<file path="src/nae_pkg.sv">
`timescale 1ns / 1ps
`default_nettype none
// ----------------------------------------------------------------------------
// nae_pkg: shared types and constants of the normalize and affine element
// Payload structs of the three channels and the side data that travels next to
// the reciprocal square root pipeline.
// ----------------------------------------------------------------------------
package nae_pkg;

  localparam int unsigned FracBitsDefault = 16;
  localparam int unsigned SumWidth        = 33;  // variance plus epsilon
  localparam int unsigned ProdWidth       = 63;  // |scale| * |x - mean|
  localparam int unsigned CapBits         = 41;  // magnitude is capped at 2^40
  localparam logic [15:0] EpsilonReset    = 16'd1;

  typedef struct packed {
    logic signed [31:0] x_value;
    logic signed [31:0] mean_value;
    logic        [31:0] var_value;
    logic signed [31:0] scale_value;
    logic signed [31:0] bias_value;
  } nae_in_t;

  typedef struct packed {
    logic signed [31:0] y_value;
    logic               clipped;
  } nae_out_t;

  typedef struct packed {
    logic [15:0] epsilon;
  } nae_cfg_t;

  // Data that rides along with the square root stages.
  typedef struct packed {
    logic [ProdWidth-1:0] pm;
    logic                 neg;
    logic signed [31:0]   bias;
    logic                 zero;
  } nae_carry_t;

endpackage
`default_nettype wire

</file>
<file path="src/nae_front.sv">
`timescale 1ns / 1ps
`default_nettype none
// ----------------------------------------------------------------------------
// nae_front: input register and operand preparation
// Forms var+epsilon, the sign and the magnitudes of scale and x-mean into the
// input register, then the exact magnitude of scale*(x-mean).
// ----------------------------------------------------------------------------
module nae_front import nae_pkg::*; (
  input  wire logic                clk_i,
  input  wire logic                rst_ni,
  input  wire logic                adv_i,
  input  wire logic                valid_i,
  input  wire nae_in_t             data_i,
  input  wire logic [15:0]         eps_i,
  output logic                     valid_o,
  output logic [SumWidth-1:0]      s_o,
  output nae_carry_t               carry_o
);

  logic                in_valid_q;
  logic [31:0]         am_q;
  logic [31:0]         dm_q;
  logic                neg_q;
  logic [SumWidth-1:0] s_q;
  logic signed [31:0]  bias_q;

  logic signed [32:0]   d;
  logic        [31:0]   am_d;
  logic        [31:0]   dm_d;
  logic                 neg_d;
  logic [SumWidth-1:0]  s_d;
  logic        [63:0]   pm_full;
  nae_carry_t           carry_d;

  always_ff @(posedge clk_i or negedge rst_ni) begin
    if (!rst_ni) begin
      in_valid_q <= 1'b0;
      valid_o    <= 1'b0;
    end else if (adv_i) begin
      in_valid_q <= valid_i;
      valid_o    <= in_valid_q;
    end
  end

  always_ff @(posedge clk_i) begin
    if (adv_i) begin
      am_q    <= am_d;
      dm_q    <= dm_d;
      neg_q   <= neg_d;
      s_q     <= s_d;
      bias_q  <= data_i.bias_value;
      s_o     <= s_q;
      carry_o <= carry_d;
    end
  end

  // The magnitude of x-mean is below 2^32, so it fits in 32 bits.
  always_comb begin
    d     = {data_i.x_value[31], data_i.x_value} - {data_i.mean_value[31], data_i.mean_value};
    am_d  = data_i.scale_value[31] ? 32'(-data_i.scale_value) : data_i.scale_value;
    dm_d  = d[32] ? 32'(-d) : d[31:0];
    neg_d = data_i.scale_value[31] ^ d[32];
    s_d   = SumWidth'(data_i.var_value) + SumWidth'(eps_i);
  end

  always_comb begin
    pm_full      = 64'(am_q) * 64'(dm_q);
    carry_d.pm   = pm_full[ProdWidth-1:0];
    carry_d.neg  = neg_q;
    carry_d.bias = bias_q;
    carry_d.zero = (s_q == '0);
  end

endmodule
`default_nettype wire

</file>
<file path="config.mk">
export PLATFORM = sky130hd
export DESIGN_NAME = nae_front
export DESIGN_NICKNAME = d
export VERILOG_FILES = /design/src/nae_pkg.sv /design/src/nae_front.sv
export SDC_FILE = /design/constraint.sdc
export NUM_CORES = 2
export LEC_CHECK = 0
export ABC_AREA = 0
export BUFFER_PORTS_ARGS = -buffer_cell sky130_fd_sc_hd__buf_4
export CORE_MARGIN = 10
export CORE_UTILIZATION = 56
export DETAILED_ROUTE_END_ITERATION = 8
export GPL_ROUTABILITY_DRIVEN = 0
export PLACE_DENSITY = 0.82
export REMOVE_ABC_BUFFERS = 1
export SLEW_MARGIN = 20
export SYNTH_ARGS = -nofsm -noshare
export SYNTH_HDL_FRONTEND = slang
export SYNTH_SLANG_ARGS = --single-unit
export TNS_END_PERCENT = 10
</file>
<file path="constraint.sdc">
create_clock -name clk_i -period 7.9 [get_ports clk_i]
set_input_delay 0.395 -clock clk_i [delete_from_list [all_inputs] [get_ports clk_i]]
set_output_delay 0.395 -clock clk_i [all_outputs]
set_load 0.1 [all_outputs]
</file>
==> metrics.md <==
| Metric | Value |
|---|---|
| Most common cell after layout, fill and taps aside | inv_1 |
| Achievable clock frequency | 128 MHz |
| CTS clk-pin slew, worst paths | 70 ps |
| RSZ-0062 raised after global routing | yes |
| Row Count | 104 |
| Core ar. | 80500 um^2 |
| Final TNS setup | 0 ps |
| EDFF count, synth | 260 |
| Crit path top cell by count | fa_1 |
| Synthesized area per cell | 9.90 um^2 |
| Inserted Clock Buffers | 30 |
| Die ar. | 93100 um^2 |
| DR pass1 iterations | 5 |
| Via/cell ratio | 5.74 |
| Clock root buffer master | clkbuf_16 |
| Initial antenna violation count | 15 |
| Clk_lat worst skew | 660 ps |
| # fillers | 6010 |
| Post-Syn Instances | 4594 |
| Vias in the first global route | 37200 |
| Flops & latches, synth | 262 |
| Rel. slew slack | 37.1% |
| Post-Syn Area | 45500 um^2 |
| Global Route Usage Sum | 28.0% |
| WL/cell | 21.9 um |
| MaxCap Viol Count | 0 |
| Initial Util | 56.5% |
| Layout cell share with drive strength beyond 1 | 12.7% |
| Port Buffer Count | 310 |
| Synth warn | 0 |
| Most frequent cells in the layout | 932 x inv_1, 892 x fa_1, 597 x and2_1 |
| Syn-to-layout area delta | 14.0% |
| DRC Markers | 0 |
| Final worst clock skew | 77.6 ps |
| DP Area | 50000 um^2 |
| Setup crit start kind | flop |
| Cell variety after synth | 83 |
| Period utilisation layout | 99.0% |
| Worst EP required | 8290 ps |
| Final Max Tran Viols | 0 |
| Hold WC Path Type | in2reg |
| Final ANT Viol Nets | 0 |
| Max FO, Critical Path | 7 |
| Post-detail-place hpwl | 102000 um |
| CP max-delay cell | fa_1 |
| Die height | 305 um |
| Final Setup Violations | 0 |
| H-tree levels | 1 |
| Total grt overflow | 0 |
| Largest stage delay, worst path | 600 ps |
| Worst-margin pin slew | 944 ps |
| Outcome | completed |
| # nets final | 6315 |
| Global-route wire length before repair | 206000 um |
| Post-synthesis sequential area ratio | 17.3% |
| Clock Sink Count | 262 |
| I/O pins | 311 |
| Detailed-route via count | 34600 |
| Maximum buffer depth of the clock tree | 3 |
| CTS tree | built |
| Synth Flop Type | edfxtp_1 |
| Hold Fails Final Rpt | 0 |
| Pin count of the biggest net entering global routing | 112 |
| DIE WIDTH | 305 um |
| Worst Path Arrival | 8220 ps |
| Final instance area | 51900 um^2 |
| Worst setup path class | reg2reg |
| Detailed router's first-iteration violation count | 3251 |
| Post-route minimum period | 7820 ps |
| WL final | 132000 um |
| Critical path capture point type | flop |
| Synth async-reset ratio | 0.763% |
## area by class of cell
| class | instances | area [um^2] | area share, % |
|---|---|---|---|
| Timing Repair Buffer | 529 | 4650 | 8.97 |
| Inverter | 935 | 3510 | 6.76 |
| Antenna cell | 11 | 27.5 | 0.0530 |
| Clock buffer | 32 | 758 | 1.46 |
| Clock inverter | 24 | 279 | 0.538 |
| Tap cell | 1060 | 1330 | 2.56 |
| Multi-Input combinational cell | 3173 | 33500 | 64.5 |
| Sequential cell | 262 | 7860 | 15.1 |
## critical path, delay by kind of cell (launching register included)
| kind | cells | cell delay [ps] |
|---|---|---|
| compound gates | 5 | 550 |
| xor+xnor | 1 | 140 |
| fa+ha+maj | 9 | 4260 |
| buf+inv | 8 | 1050 |
| flops | 1 | 540 |
| simple gates | 5 | 1070 |
## worst paths after layout
path                                 startpoint                      to  slack [ps]  cells past startpoint
min in group asynchronous                rst_ni  in_valid_q$_DFFE_PN0P_          70                      2
max reg2reg                  am_q[15]$_DFFE_PP_   carry_o[91]$_DFFE_PP_          80                     28
min reg2reg                bias_q[13]$_DFFE_PP_   carry_o[14]$_DFFE_PP_         420                      0
max in group asynchronous                rst_ni     valid_o$_DFFE_PN0P_        7730                      2
min                                    eps_i[0]        s_q[0]$_DFFE_PP_          30                      2
max                          am_q[15]$_DFFE_PP_   carry_o[91]$_DFFE_PP_          80                     28
## sequential cells by signal, indices dropped and copies added (netlist names)
| signal | count |
|---|---|
| carry_o | 97 |
| s_o | 33 |
| s_q | 33 |
| am_q | 32 |
| bias_q | 32 |
| dm_q | 32 |
| in_valid_q | 1 |
| neg_q | 1 |
| valid_o | 1 |
## cell families (layout without fill, tap and decap cells)
logic type	count (synthesis)	in the layout	share of synthesized area, %
mux	5	5	0.118
buf+inv	1159	1520	9.58
simple gates	1383	1383	15.7
other cells	0	11	0
fa+ha+maj	1204	1204	47.9
xor+xnor	172	172	3.31
flops	262	262	17.3
compound gates	409	409	6.08
## what timing repair did
item | 4_1_cts | 5_1_grt
cloned | 0 | 3
endpoints found under the hold margin | 36 | 0
pin swaps | 2 | 13
resized for setup | 7 | 53
hold buffers | 35 | 0
setup buffers | 4 | 18
endpoints found under the setup margin | 11 | 22
## per-layer routing
layer  wire length (um)  track usage (%)  share of wire (%)
met5                 41                0              0.031
met1              46300             33.5                 35
met3              13100             5.67                9.9
met4               7150             13.8                5.4
met2              65500             47.7                 50
## metrics by stage
stage | setup WS, ps | utilization (%) | hold WS, ps | cells
detailed placement | -430 | 62.0 | 180 | 5899
global route | -134 | 64.4 | 51.5 | 6025
global placement | -337 | 62.0 | 178 | 5899
CTS | 10.9 | 63.8 | 17.7 | 5994
floorplan | 527 | - | 99.4 | 4370
finish | 76.4 | 64.4 | 34.1 | 6026
## Yosys cell counts (11+ instances only)
master	count	area (um^2)
a211oi_1	19	143
a21o_1	55	413
a21oi_1	117	586
a31oi_1	11	68.8
and2_1	598	3740
and3_1	11	68.8
clkbuf_1	220	826
edfxtp_1	260	7810
fa_1	897	18000
ha_1	307	3840
inv_1	933	3500
nand2_1	538	2020
nand2b_1	14	87.6
nand3_1	32	160
nand4_1	28	175
nor2_1	82	308
nor3_1	16	80.1
nor4_1	11	68.8
o211ai_1	11	82.6
o21a_1	12	90.1
o21ai_0	64	320
o21bai_1	15	113
o31ai_1	14	105
xnor2_1	129	1130
xor2_1	43	377
Power is not shown: default switching activity piles up to over one toggle a cycle in this logic, so the estimate is an artifact.
