## config.mk

```make
export PLATFORM = sky130hd
export DESIGN_NAME = nae_back
export DESIGN_NICKNAME = d
export VERILOG_FILES = /design/src/nae_pkg.sv /design/src/nae_back.sv
export SDC_FILE = /design/constraint.sdc
export NUM_CORES = 2
export LEC_CHECK = 0
export BUFFER_PORTS_ARGS = -buffer_cell sky130_fd_sc_hd__buf_2
export CAP_MARGIN = 20
export CORE_MARGIN = 2
export CORE_UTILIZATION = 25
export DETAILED_ROUTE_END_ITERATION = 8
export SETUP_SLACK_MARGIN = 0.05
export SLEW_MARGIN = 30
export SYNTH_ARGS = -nofsm -noshare
export SYNTH_HDL_FRONTEND = slang
export SYNTH_SLANG_ARGS = --single-unit
export TNS_END_PERCENT = 100
```

## constraint.sdc

```tcl
create_clock -name clk_i -period 5.8 [get_ports clk_i]
set_input_delay 0.29 -clock clk_i [delete_from_list [all_inputs] [get_ports clk_i]]
set_output_delay 0.29 -clock clk_i [all_outputs]
set_load 0.1 [all_outputs]
```

## src/nae_pkg.sv

```systemverilog
`timescale 1ns / 1ps
`default_nettype none
// ----------------------------------------------------------------------------
// nae_pkg: shared types and constants of the normalize and affine element
// Payload structs of the three channels and the side data that travels next to
// the reciprocal square root pipeline.
// ----------------------------------------------------------------------------
package nae_pkg;

  localparam int unsigned FracBitsDefault = 16;
  localparam int unsigned SumWidth        = 33;  // variance plus epsilon
  localparam int unsigned ProdWidth       = 63;  // |scale| * |x - mean|
  localparam int unsigned CapBits         = 41;  // magnitude is capped at 2^40
  localparam logic [15:0] EpsilonReset    = 16'd1;

  typedef struct packed {
    logic signed [31:0] x_value;
    logic signed [31:0] mean_value;
    logic        [31:0] var_value;
    logic signed [31:0] scale_value;
    logic signed [31:0] bias_value;
  } nae_in_t;

  typedef struct packed {
    logic signed [31:0] y_value;
    logic               clipped;
  } nae_out_t;

  typedef struct packed {
    logic [15:0] epsilon;
  } nae_cfg_t;

  // Data that rides along with the square root stages.
  typedef struct packed {
    logic [ProdWidth-1:0] pm;
    logic                 neg;
    logic signed [31:0]   bias;
    logic                 zero;
  } nae_carry_t;

endpackage
`default_nettype wire

```

## src/nae_back.sv

```systemverilog
`timescale 1ns / 1ps
`default_nettype none
// ----------------------------------------------------------------------------
// nae_back: scaling by the reciprocal square root and output stage
// Partial products, their sum, then shift, cap, sign, bias and saturation into
// the output register; a zero denominator passes the bias through as clipped.
// ----------------------------------------------------------------------------
module nae_back import nae_pkg::*; #(
  parameter int unsigned FRAC_BITS = FracBitsDefault,
  localparam int unsigned RW       = (3 * FRAC_BITS) / 2 + 1
) (
  input  wire logic          clk_i,
  input  wire logic          rst_ni,
  input  wire logic          adv_i,
  input  wire logic          valid_i,
  input  wire logic [RW-1:0] r_i,
  input  wire nae_carry_t    carry_i,
  output logic               valid_o,
  output nae_out_t           data_o
);

  localparam logic [CapBits-1:0] Cap = CapBits'(1) << (CapBits - 1);

  logic          valid_p_q, valid_s_q;
  nae_carry_t    c_p_q, c_s_q;
  logic [63:0]   p00_q, p01_q, p10_q, p11_q;
  logic [127:0]  full_q;
  logic          zero_o_q;
  logic [31:0]   bias_o_q;

  logic [63:0]          pm64, r64;
  logic [127:0]         full_d, shifted;
  logic [CapBits-1:0]   t;
  logic signed [41:0]   v;
  logic signed [42:0]   sum;
  nae_out_t             out_d;

  always_comb begin
    pm64 = 64'(carry_i.pm);
    r64  = 64'(r_i);
  end

  always_comb begin
    full_d = 128'(p00_q) + (128'(p01_q) << 32) + (128'(p10_q) << 32) + (128'(p11_q) << 64);
  end

  always_comb begin
    shifted = full_q >> (2 * FRAC_BITS);
    t       = (shifted > 128'(Cap)) ? Cap : shifted[CapBits-1:0];
    v       = c_s_q.neg ? -$signed({1'b0, t}) : $signed({1'b0, t});
    sum     = {v[41], v} + {{11{c_s_q.bias[31]}}, c_s_q.bias};
    if (c_s_q.zero) begin
      out_d.y_value = c_s_q.bias;
      out_d.clipped = 1'b1;
    end else if (sum > 43'sd2147483647) begin
      out_d.y_value = 32'sh7fffffff;
      out_d.clipped = 1'b1;
    end else if (sum < -43'sd2147483648) begin
      out_d.y_value = 32'sh80000000;
      out_d.clipped = 1'b1;
    end else begin
      out_d.y_value = sum[31:0];
      out_d.clipped = 1'b0;
    end
  end

  always_ff @(posedge clk_i or negedge rst_ni) begin
    if (!rst_ni) begin
      valid_p_q <= 1'b0;
      valid_s_q <= 1'b0;
      valid_o   <= 1'b0;
    end else if (adv_i) begin
      valid_p_q <= valid_i;
      valid_s_q <= valid_p_q;
      valid_o   <= valid_s_q;
    end
  end

  always_ff @(posedge clk_i) begin
    if (adv_i) begin
      c_p_q    <= carry_i;
      p00_q    <= 64'(pm64[31:0])  * 64'(r64[31:0]);
      p01_q    <= 64'(pm64[31:0])  * 64'(r64[63:32]);
      p10_q    <= 64'(pm64[63:32]) * 64'(r64[31:0]);
      p11_q    <= 64'(pm64[63:32]) * 64'(r64[63:32]);
      c_s_q    <= c_p_q;
      full_q   <= full_d;
      data_o   <= out_d;
      zero_o_q <= c_s_q.zero;
      bias_o_q <= c_s_q.bias;
    end
  end

  // A stalled pipeline must hold its result.
  a_stall_hold: assert property (@(posedge clk_i) disable iff (!rst_ni)
    !adv_i |=> $stable(valid_o) && $stable(valid_s_q) && $stable(valid_p_q))
    else $error("back stages moved during a stall");

  a_zero_bias: assert property (@(posedge clk_i) disable iff (!rst_ni)
    valid_o && zero_o_q |-> data_o.clipped && (data_o.y_value == bias_o_q))
    else $error("zero denominator did not pass the bias through");

  a_clip_sat: assert property (@(posedge clk_i) disable iff (!rst_ni)
    valid_o && data_o.clipped && !zero_o_q |->
      (data_o.y_value == 32'sh7fffffff) || (data_o.y_value == 32'sh80000000))
    else $error("clipped result is not a saturation value");

endmodule
`default_nettype wire

```

==> results.toml <==
[routing]
route.antenna.remaining_nets = 0
wire_per_inst_um = 18.5
drt-initial-drc-count = 3496
drcViolationCount = 0
via_per_inst = 4.56
dr_total_vias = 49684
first_pass_iters = 6
wirelength_mm = 202

[logic_synthesis]
synthArstFlopShare = 0.0124
ys_seq_area_frac = 0.117
avgSynthCellArea_um2 = 9.33
synth-seq-cells = 242
synthCells = 6644
synthDistinctLibCells = 82
synthesis.nets = 8580
yosys_warnings = 0
yosysTopAreaCell = "fa_1"
synthTopCellsByArea = "fa_1, edfxtp_1, ha_1"
netlist.area_leader.share = 0.437
synth_edf_count = 239
ys.flop_type = "edfxtp_1"
syn_area_mm2 = 0.0620

[clocking]
cts_tree = "built"
cts.clk_slew.worst_paths_ps = 60
cts_root_buffer = "clkbuf_16"
cts_buffers = 29
clock_latency_ps = 600
clock-sinks = 242
h-tree-depth = 1
max-clock-path-buffers = 3

[cells_and_area]
multiInputGateArea_mm2 = 0.0513
final_layout_size_suffix_gt1_frac = 0.238
regArea_mm2 = 0.00725
areaGrowthSynthToFinish_pct = 30.7
finalNetCount = 9492
fillers = 24775

[grt]
grt_pass1_vias = 54212
antenna_found_initial = 20
grt_pass1_wl_mm = 311
grt_max_degree = 185
grt_usage = 0.157
gr-total-overflow = 0

[status]
outcome = "finished with violations"
violations = "negative setup slack"

[critical_path]
worstPathRequired_ps = 6130
crit_fanout = 8
end_kind = "flip-flop"
arrival_ps = 6760
path_class = "reg2reg"
startpoint_type = "flip-flop"

[die]
io_pins = 160
die_w_um = 502
dieArea_mm2 = 0.252
dieHeight_um = 502
core_area_mm2 = 0.246
start_util = 0.252
rows = 182

[sta]
slew_headroom = 0.465
final.period_utilization = 1.11
setup_ws_ps = -631
timing.final.max_slew_violations = 0
final_hold_viol_count = 0
tns_ps = -39110
worstMarginPinSlew_ps = 802
setup_viol = 88
clock_skew_ps = 20.5
holdWs_ps = 135
fmax_ghz = 0.155
rsz0062_at_grt = "true"
fin_crit_ps = 6430

[placement]
port_buffers = 159
place.gp.congestion = 0.896
dpl.hpwl_mm = 153

[hold_path]
hold_path_class = "in2reg"

[flow_run]
cap_violations = 0
[path summary, 6_finish.rpt]
check,start,end,slack [ps],cells past startpoint
min reg2reg,c_p_q[9],c_s_q[9],420,0
max in group asynchronous,rst_ni,valid_p_q,5070,3
min,adv_i,c_s_q[23],130,1
max,full_q[35],data_o[8],-630,27
max reg2reg,full_q[35],data_o[8],-630,27
min in group asynchronous,rst_ni,valid_o,580,3
[critical path, stage by stage, from the launching register on]
cell and delay (ps):
edfxtp_1 390, or4_4 550, or3_4 400, nor3_4 230, nand4b_4 160, o41ai_4 250, and2b_2 250, and2_4 160
inv_2 40, ha_4 180, nor2_4 210, nor2_4 100, buf_4 160, nor3_2 220, ha_1 240, o21ai_1 110
a21oi_2 190, a21boi_2 100, a2111o_1 450, a211o_1 360, buf_6 140, a21oi_4 190, o311ai_1 150, buf_4 190
o32ai_4 300, buf_6 190, buf_16 170, o22ai_2 90
[cell type report]
class	count	area share
clock buffer	30	0.00901
sequential	242	0.0896
antenna	17	0.000525
clock inverter	23	0.00337
tap	3312	0.0512
timing repair buffer	1224	0.151
inverter	1342	0.0623
multi-input combinational	4717	0.633
[state kept, by name (all words and copies together) (netlist names)]
register   count
full_q        57
data_o        33
p10_q         56
valid_p_q      1
valid_s_q      1
c_s_q         34
p00_q         25
c_p_q         34
valid_o        1
[Yosys cell counts, types with 80 or more instances]
library cell / number
inv_1: 1342
fa_1: 1352
o21ai_0: 120
xor2_1: 80
and2_1: 550
ha_1: 458
edfxtp_1: 239
a21oi_1: 160
a21o_1: 94
nor2_1: 162
nand2_1: 1139
clkbuf_1: 331
xnor2_1: 101
[cells by family after synthesis]
group                      after synthesis  synth area share
adders and majority gates             1810             0.529
xor gates and xnor gates               181            0.0256
AOI/OAI and AO/OA                      617            0.0652
buffers and inverters                 1685             0.103
and+or+nand+nor                       2105             0.160
muxes                                    4          0.000707
DFF                                    242             0.117
[layout by cell type, fill, tap and decap left out, types with 18 or more instances in the layout]
master / count
a21o_1: 94
a21oi_1: 115
a21oi_2: 42
and2_1: 515
and2_4: 35
and3_1: 26
buf_12: 122
buf_16: 51
buf_2: 100
buf_4: 809
buf_6: 80
clkbuf_16: 38
dlygate4sd3_1: 37
edfxtp_1: 239
fa_1: 1278
fa_2: 74
ha_1: 403
ha_4: 47
inv_1: 1273
inv_2: 67
nand2_1: 1064
nand2_2: 47
nand2_4: 29
nand2b_1: 20
nand3_1: 37
nand4_1: 25
nor2_1: 149
nor2b_1: 19
nor3_1: 30
o21a_1: 21
o21ai_0: 90
o21bai_1: 19
o22ai_2: 18
xnor2_1: 89
xor2_1: 78
[routing by layer]
layer | track usage | vias up | wire length (µm)
met4 | 0.0516 | 6 | 8710
met1 | 0.200 | 25341 | 81900
met2 | 0.266 | 1875 | 95700
li1 | - | 22048 | -
met5 | 0 | - | 46
met3 | 0.0308 | 414 | 15500
[stage by stage]
step	instances	utilization	setup slack, ps	area (µm²)
global placement	10585	0.298	-1470	73500
global route	10902	0.329	-869	80900
detailed placement	10585	0.298	-1440	73500
finish	10907	0.329	-631	81000
floorplan	6644	-	-705	63700
CTS	10812	0.320	-566	78700
[repair_timing]
action,4_1_cts,5_1_grt
pin swaps,234,255
gates cloned,40,9
resized for setup,426,381
hold buffers,37,0
endpoints found under the setup margin,91,93
hold endpoints to repair,38,0
buffers inserted,103,89
Power is left out: the tool's default activity adds up to more than one toggle a clock period on the data nets, which glitch-free logic cannot reach.
