[src/nae_pkg.sv]
`timescale 1ns / 1ps
`default_nettype none
// ----------------------------------------------------------------------------
// nae_pkg: shared types and constants of the normalize and affine element
// Payload structs of the three channels and the side data that travels next to
// the reciprocal square root pipeline.
// ----------------------------------------------------------------------------
package nae_pkg;

  localparam int unsigned FracBitsDefault = 16;
  localparam int unsigned SumWidth        = 33;  // variance plus epsilon
  localparam int unsigned ProdWidth       = 63;  // |scale| * |x - mean|
  localparam int unsigned CapBits         = 41;  // magnitude is capped at 2^40
  localparam logic [15:0] EpsilonReset    = 16'd1;

  typedef struct packed {
    logic signed [31:0] x_value;
    logic signed [31:0] mean_value;
    logic        [31:0] var_value;
    logic signed [31:0] scale_value;
    logic signed [31:0] bias_value;
  } nae_in_t;

  typedef struct packed {
    logic signed [31:0] y_value;
    logic               clipped;
  } nae_out_t;

  typedef struct packed {
    logic [15:0] epsilon;
  } nae_cfg_t;

  // Data that rides along with the square root stages.
  typedef struct packed {
    logic [ProdWidth-1:0] pm;
    logic                 neg;
    logic signed [31:0]   bias;
    logic                 zero;
  } nae_carry_t;

endpackage
`default_nettype wire

[src/nae_rsqrt_stage.sv]
`timescale 1ns / 1ps
`default_nettype none
// ----------------------------------------------------------------------------
// nae_rsqrt_stage: one bit of the reciprocal square root
// Tries to set bit BIT of r, keeping P = r*r*s and Q = r*s incrementally so
// the test is one three-input add and a compare against 2^(3*FRAC_BITS).
// ----------------------------------------------------------------------------
module nae_rsqrt_stage import nae_pkg::*; #(
  parameter int unsigned FRAC_BITS = FracBitsDefault,
  parameter int unsigned BIT       = 0,
  localparam int unsigned RW       = (3 * FRAC_BITS) / 2 + 1,
  localparam int unsigned PW       = 3 * FRAC_BITS + 1,
  localparam int unsigned QW       = RW + SumWidth
) (
  input  wire logic                clk_i,
  input  wire logic                rst_ni,
  input  wire logic                adv_i,
  input  wire logic                valid_i,
  input  wire logic [SumWidth-1:0] s_i,
  input  wire logic [PW-1:0]       p_i,
  input  wire logic [QW-1:0]       q_i,
  input  wire logic [RW-1:0]       r_i,
  input  wire nae_carry_t          carry_i,
  output logic                     valid_o,
  output logic [SumWidth-1:0]      s_o,
  output logic [PW-1:0]            p_o,
  output logic [QW-1:0]            q_o,
  output logic [RW-1:0]            r_o,
  output nae_carry_t               carry_o
);

  localparam int unsigned CW = QW + RW + 2;

  logic [CW-1:0] cand;
  logic [CW-1:0] limit;
  logic          fit;

  always_comb begin
    cand  = CW'(p_i) + (CW'(q_i) << (BIT + 1)) + (CW'(s_i) << (2 * BIT));
    limit = CW'(1) << (3 * FRAC_BITS);
    fit   = (cand <= limit);
  end

  always_ff @(posedge clk_i or negedge rst_ni) begin
    if (!rst_ni) begin
      valid_o <= 1'b0;
    end else if (adv_i) begin
      valid_o <= valid_i;
    end
  end

  always_ff @(posedge clk_i) begin
    if (adv_i) begin
      s_o     <= s_i;
      carry_o <= carry_i;
      if (fit) begin
        p_o <= cand[PW-1:0];
        q_o <= q_i + (QW'(s_i) << BIT);
        r_o <= r_i | (RW'(1) << BIT);
      end else begin
        p_o <= p_i;
        q_o <= q_i;
        r_o <= r_i;
      end
    end
  end

endmodule
`default_nettype wire

[config.mk]
export PLATFORM = sky130hd
export DESIGN_NAME = nae_rsqrt_stage
export DESIGN_NICKNAME = d
export VERILOG_FILES = /design/src/nae_pkg.sv /design/src/nae_rsqrt_stage.sv
export SDC_FILE = /design/constraint.sdc
export NUM_CORES = 1
export LEC_CHECK = 0
export ABC_AREA = 1
export ABC_CLOCK_PERIOD_IN_PS = 800
export BUFFER_PORTS_ARGS = -buffer_cell sky130_fd_sc_hd__buf_2
export CORE_AREA = 2 2 208 210
export CTS_CLUSTER_SIZE = 20
export DETAILED_ROUTE_END_ITERATION = 8
export DIE_AREA = 0 0 210 212
export PLACE_DENSITY = 0.7
export SYNTH_ARGS = -nofsm -noshare
export SYNTH_HDL_FRONTEND = slang
export SYNTH_SLANG_ARGS = --single-unit
[constraint.sdc]
create_clock -name clk_i -period 0.8 [get_ports clk_i]
set_input_delay 0.04 -clock clk_i [delete_from_list [all_inputs] [get_ports clk_i]]
set_output_delay 0.04 -clock clk_i [all_outputs]
set_load 0.01 [all_outputs]
==> results.py, run 1 <==
metrics = {
    "synthesis": {
        "synthesis.instances": 2251,
        "synthFlopType": "edfxtp_1",
        "yosysSeqAreaShare": 0.4431,
        "synth_area_mm2": 0.01781,
        "synth.top_cell.area_share": 0.4417,
        "synth.top_cells.by_count": "nand2_1 (820), inv_1 (341), edfxtp_1 (262)",
        "syn_avg_cell_area_um2": 7.914,
        "synth_edf_count": 262,
        "ys_async_sr_fraction": 0.003802,
        "netlist_top_cells_area": "edfxtp_1 (44%), nand2_1 (17%), inv_1 (7.2%), ha_1 (7.0%), nand3_1 (4.6%)",
        "synth-seq-cells": 263,
        "ys_warn_count": 0,
        "synth_cell_type_count": 39,
        "yosysMostFrequentCell": "nand2_1",
        "synth_top_cell_by_area": "edfxtp_1",
        "syn_nets": 2650,
    },
    "setup_path": {
        "worst-endpoint-arrival_ns": 3.43,
        "cp.required_ns": 1.23,
        "crit_type": "in -> reg",
        "cp_max_fo": 6,
        "startpoint_type": "primary input",
        "end_kind": "register",
    },
    "cts": {
        "clock-sinks": 263,
        "path_clk_slew_ns": 0.06,
        "clk_latency_ns": 0.57,
        "cts_tree": "built",
        "cts_buffers": 29,
        "htreeDepth": 1,
        "max-clock-path-buffers": 3,
        "clock-root-buffer": "clkbuf_16",
    },
    "pwr": {
        "intPower_uw": 34970,
        "powerDensity_mw_per_mm2": 1738,
        "p_comb_frac": 0.437,
        "switching_power_uw": 19000,
        "peakVddDrop_mv": 1.624,
        "total_power_uw": 53970,
        "clockPowerShare": 0.253,
        "p_sw_frac": 0.3521,
        "p_seq_frac": 0.311,
        "p_leak_uw": 0.01566,
    },
    "grt": {
        "grt_pass1_vias": 21150,
        "use_met3": 0.03767,
        "use_met2": 0.6426,
        "overflow": 0,
        "use_met1": 0.3933,
        "track_usage": 0.3471,
        "antenna_found_initial": 11,
        "grt_pass1_wl_mm": 118.1,
        "grt_max_degree": 39,
        "busiest_layer": "met2",
    },
    "routing": {
        "wirelength_mm": 83.96,
        "drc": 0,
        "viasPerCell": 5.099,
        "ant_nets": 0,
        "drt_pass1_iterations": 5,
        "wl_per_cell_um": 20.02,
        "drt_iter0_drc": 1628,
        "via_count": 21390,
    },
    "placed_design": {
        "hpwl_mm": 60.58,
        "dp.cells": 3825,
        "place.gp.congestion": 0.9607,
        "postPlaceCellArea_mm2": 0.02528,
        "io_buffer_count": 528,
    },
    "timing": {
        "grt_setup_unrepaired": "true",
        "setup_viol": 560,
        "layout_setup_ws_ns": -2.202,
        "drv_slew": 0,
        "period_minus_slack_ns": 3.002,
        "tns_ns": -330.37,
        "finalHoldViolations": 1,
        "skew_ns": 0,
        "max_slew.worst_pin.slew_ns": 0.4578,
        "maxSlewHeadroom": 0.6948,
        "post-route-period-util": 3.752,
        "fmax_mhz": 333.1,
        "fin_hold_ws_ns": -0.1891,
    },
    "floorplan": {
        "rows": 76,
        "die_w_um": 210,
        "die_h_um": 212,
        "die_area_mm2": 0.04452,
        "start_util": 0.4191,
        "ioPinCount": 529,
        "core_area_mm2": 0.04251,
    },
    "outcome": {
        "violations": "hold timing, setup timing",
        "run_status": "finished with violations",
    },
    "finish": {
        "fillerInstances": 3070,
        "drive_above_1_share": 0.4139,
        "design_area_mm2": 0.03106,
        "final-instance-count-excl-fill": 4194,
        "fin_nets": 4013,
        "areaGrowthSynthToFinish_pct": 74.36,
    },
    "job": {
        "max-cap-violations": 0,
    },
    "min_path": {
        "hold_class": "in -> reg",
    },
}
cells by family (layout without fill, tap and decap cells):
kind of cell / Yosys count / in the layout / synth area share
muxes: 1 / 1 / 0.0006321
and+or+nand+nor: 1248 / 1248 / 0.2873
other: 0 / 12 / 0
DFF: 263 / 263 / 0.4431
xor gates and xnor gates: 56 / 56 / 0.02753
buffers and inverters: 398 / 1783 / 0.08667
adders and majority gates: 133 / 133 / 0.1077
AOI/OAI and AO/OA: 152 / 152 / 0.04706
worst paths after layout:
kind	depth (start not counted)	from	slack [ns]	endpoint
max in group asynchronous	3	rst_ni	0.37	valid_o$_DFFE_PN0P_
hold reg to reg	2	valid_o$_DFFE_PN0P_	0.64	valid_o$_DFFE_PN0P_
setup / recovery	23	s_i[1]	-2.20	q_o[17]$_DFFE_PP_
min in group asynchronous	3	rst_ni	0.32	valid_o$_DFFE_PN0P_
hold / removal	3	p_i[0]	-0.19	p_o[0]$_DFFE_PP_
setup reg to reg	2	valid_o$_DFFE_PN0P_	-0.10	valid_o$_DFFE_PN0P_
state kept, by name, summed over array words and instances (netlist names):
register / cells
q_o: 58
p_o: 49
s_o: 33
carry_o: 97
valid_o: 1
r_o: 25
critical path: stages:
cell and delay, ns:
buf_8 0.10, fa_1 0.47, ha_2 0.20, fa_2 0.45
buf_6 0.15, xor2_4 0.15, nor2_2 0.10, nand3_2 0.11
nor2_4 0.15, nand2_2 0.08, nor2_4 0.14, nand3_2 0.10
nor2_2 0.09, nand2_1 0.06, nor2_1 0.08, nand2_1 0.11
nor2_4 0.12, nand2_4 0.12, nand2_8 0.16, buf_12 0.13
clkbuf_16 0.17, nand2_2 0.06, nand2_1 0.06
cells in the final DEF, fill, tap and decap left out, types with 7 or more instances in the layout:
master         synthesis  layout
xor2_1                34      32
a21oi_2                0      10
edfxtp_1             262     262
xnor2_1               22      20
clkbuf_1              20       7
o21ai_0               19      18
dlygate4sd3_1          0     269
nand3_2                0      29
fa_2                   0      12
nand3_1              163     128
inv_2                 15      21
buf_4                  1     537
fa_1                  34      22
clkbuf_16              0      34
nor3_1                25      24
nand2_2               12     139
o21bai_1              14      14
nor2_1               174     117
a21oi_1               94      81
a31oi_1               10      10
nand3b_1              22      22
nor2_2                 4      37
nand2_1              820     659
buf_2                 10     517
diode_2                0      12
nand2_4                1      33
inv_1                341     336
ha_1                  99      64
nand4_1               19      19
buf_12                 0      21
ha_4                   0      31
buf_6                  3      16
nor2_4                 0      24
layer usage:
layer  up-vias  wire (um)  part of all wire
met2      1010      42720              0.51
met5         -          0                 0
met3       307       4835             0.058
met4         0       5477             0.065
met1     10110      30930              0.37
li1       9958          -                 -
through the flow:
step,util,setup slack (ns)
floorplan,-,-2.125
global placement,0.5948,-3.088
detailed placement,0.5948,-3.103
CTS,0.7011,-2.123
global route,0.7307,-2.334
finish,0.7307,-2.202
what timing repair did:
action | in CTS | in global routing
hold endpoints to repair | 279 | 3
pin swaps | 43 | 114
cloned | 1 | 7
buffers inserted | 6 | 22
endpoints found under the setup margin | 363 | 554
gates resized for setup | 164 | 257
hold buffers | 268 | 1
power by group through the flow:
stage / sequential [uW] / combinational (uW) / clock [uW]
global route: 16800 / 25100 / 14200
finish: 16800 / 23600 / 13600
detailed placement: 17000 / 18500 / 0
global placement: 17000 / 18400 / 0
floorplan: 17600 / 7240 / 0
CTS: 16700 / 21200 / 13500
cell type report:
cell class                      count  area [um^2]  area share
Timing Repair Buffer             1371        10150      0.3269
Clock inverter                     14        151.4    0.004875
Multi-Input combinational cell   1590        10010      0.3222
Clock buffer                       39        793.3     0.02554
Inverter                          359         1348     0.04339
Antenna cell                       12        30.03   0.0009668
Sequential cell                   263         7893      0.2541
Tap cell                          546        683.2     0.02200
Note: power is estimated with default switching activity, not from simulation.
==> run 2, diff against run 1 <==
Settings changed: CORE_AREA 2 2 208 210 to 5 5 205 207, PLACE_DENSITY 0.7 to 0.74, SLEW_MARGIN from default to 10.
==> results.py, run 2 (synthesized netlist as in run 1, its figures left out) <==
metrics = {
    "outcome": {
        "run_status": "finished with violations",
        "violations": "hold timing, setup timing",
    },
    "grt": {
        "grt_max_degree": 50,
        "antenna_found_initial": 7,
        "track_usage": 0.3608,
        "grt_pass1_wl_mm": 124.3,
        "overflow": 0,
        "grt_pass1_vias": 21670,
    },
    "cts": {
        "clk_latency_ns": 0.59,
        "clock-sinks": 263,
        "path_clk_slew_ns": 0.06,
        "htreeDepth": 1,
        "cts_buffers": 29,
        "cts_tree": "built",
        "clock-root-buffer": "clkbuf_16",
        "max-clock-path-buffers": 3,
    },
    "timing": {
        "layout_setup_ws_ns": -2.385,
        "fin_hold_ws_ns": -0.1832,
        "fmax_mhz": 313.9,
        "period_minus_slack_ns": 3.185,
        "maxSlewHeadroom": 0.5933,
        "post-route-period-util": 3.982,
        "drv_slew": 0,
        "max_slew.worst_pin.slew_ns": 0.6047,
        "grt_setup_unrepaired": "true",
        "setup_viol": 390,
        "skew_ns": 0,
        "finalHoldViolations": 2,
    },
    "finish": {
        "largest_reg_flops": 97,
        "largest-register": "carry_o",
        "areaGrowthSynthToFinish_pct": 72.19,
        "fillerInstances": 2794,
        "drive_above_1_share": 0.3865,
        "design_area_mm2": 0.03067,
        "final_cell_mix": "nand2_1 (723), buf_2 (505), buf_4 (500)",
        "top_regs": "carry_o (97), q_o (58), p_o (49)",
        "fin_nets": 3986,
        "layout_commonest_cell": "nand2_1",
        "final-instance-count-excl-fill": 4142,
    },
    "setup_path": {
        "crit_start": "p_i[1]",
        "critPathCapture": "q_o[26]$_DFFE_PP_",
        "startpoint_type": "primary input",
        "worst_path_max_delay_cell": "fa_1",
        "crit_type": "in -> reg",
        "critPathMaxStageDelay_ns": 0.47,
        "regToRegSetupSlack_ns": -0.13,
        "worst-endpoint-arrival_ns": 3.52,
        "critical_path_depth": 26,
        "crit_family": "simple AND/OR/NAND/NOR gates",
        "end_kind": "register",
        "reg2reg_from": "valid_o$_DFFE_PN0P_",
        "cp.required_ns": 1.13,
        "r2r_cells": 2,
        "worst-path-buf-inv": 5,
        "cp_max_fo": 7,
        "regToRegEndpoint": "valid_o$_DFFE_PN0P_",
        "cpMostUsedCell": "nand2_2",
    },
    "floorplan": {
        "die_h_um": 212,
        "die_w_um": 210,
        "die_area_mm2": 0.04452,
        "core_area_mm2": 0.04018,
        "rows": 74,
        "start_util": 0.4433,
        "ioPinCount": 529,
    },
    "routing": {
        "drt_pass1_iterations": 6,
        "drc": 0,
        "ant_nets": 0,
        "wirelength_mm": 87.87,
        "viasPerCell": 5.201,
        "via_count": 21540,
        "drt_iter0_drc": 1821,
        "wl_per_cell_um": 21.21,
    },
    "placed_design": {
        "place.gp.congestion": 1.020,
        "dp.cells": 3773,
        "io_buffer_count": 528,
        "hpwl_mm": 60.39,
        "postPlaceCellArea_mm2": 0.02488,
    },
    "pwr": {
        "powerDensity_mw_per_mm2": 1750,
        "peakVddDrop_mv": 1.681,
        "p_leak_uw": 0.01557,
    },
    "min_path": {
        "hold_class": "in -> reg",
    },
    "job": {
        "max-cap-violations": 0,
    },
}
==> run 2: per-stage QoR <==
| stage | power [uW] | setup slack, ns | TNS [ns] | util | hold slack, ns |
|---|---|---|---|---|---|
| final | 53690 | -2.385 | -321.95 | 0.7633 | -0.1832 |
| after detailed placement | 35010 | -3.149 | -327.05 | 0.6191 | -0.1829 |
| after floorplan | 24800 | -2.125 | -205.19 | - | -0.2556 |
| after global routing | 55920 | -2.442 | -336.43 | 0.7633 | -0.1721 |
| after CTS | 52000 | -2.257 | -319.34 | 0.7469 | -0.2081 |
| after global placement | 34850 | -3.195 | -328.31 | 0.6191 | -0.1847 |
==> run 2: timing repair <==
item / 4_1_cts / 5_1_grt
pin swaps: 55 / 43
cloned: 12 / 6
hold buffers: 266 / 1
setup buffers: 25 / 8
setup endpoints to repair: 363 / 399
gates resized for setup: 188 / 143
hold endpoints to repair: 276 / 2
==> run 2: power by group <==
part	internal (uW)	total [uW]	switching, uW
registers	16400	16800	442
clock network	8560	14500	5950
logic	10400	22400	11900
==> run 2: worst min-delay path, stage by stage <==
cell and delay [ns]:
buf_2 0.09, nand3_1 0.06, nand2_1 0.06
==> run 2: worst min path at each step <==
stage / start / to / cells after the start
detailed placement: rst_ni / valid_o$_DFFE_PN0P_ / 1
CTS: p_i[0] / p_o[0]$_DFFE_PP_ / 3
global route: p_i[0] / p_o[0]$_DFFE_PP_ / 3
floorplan: rst_ni / valid_o$_DFFE_PN0P_ / 0
global placement: rst_ni / valid_o$_DFFE_PN0P_ / 1
finish: p_i[0] / p_o[0]$_DFFE_PP_ / 3
==> run 2: layout make-up <==
cell class	instances	area, um^2	area share
repair buffers	1344	10170	0.3316
multi-input cells	1590	9593	0.3128
flip-flops and latches	263	7893	0.2573
inverters	359	1348	0.04393
clock buffers	32	737.0	0.02403
well taps	532	665.6	0.02170
clock inverters	16	249.0	0.008118
diodes	6	15.01	0.0004895
==> run 2: layer usage <==
| metal | part of all wire | global-route usage |
|---|---|---|
| met1 | 0.35 | 0.4003 |
| met2 | 0.50 | 0.6569 |
| met3 | 0.074 | 0.06227 |
| met4 | 0.077 | 0.2012 |
| met5 | 0 | 0 |
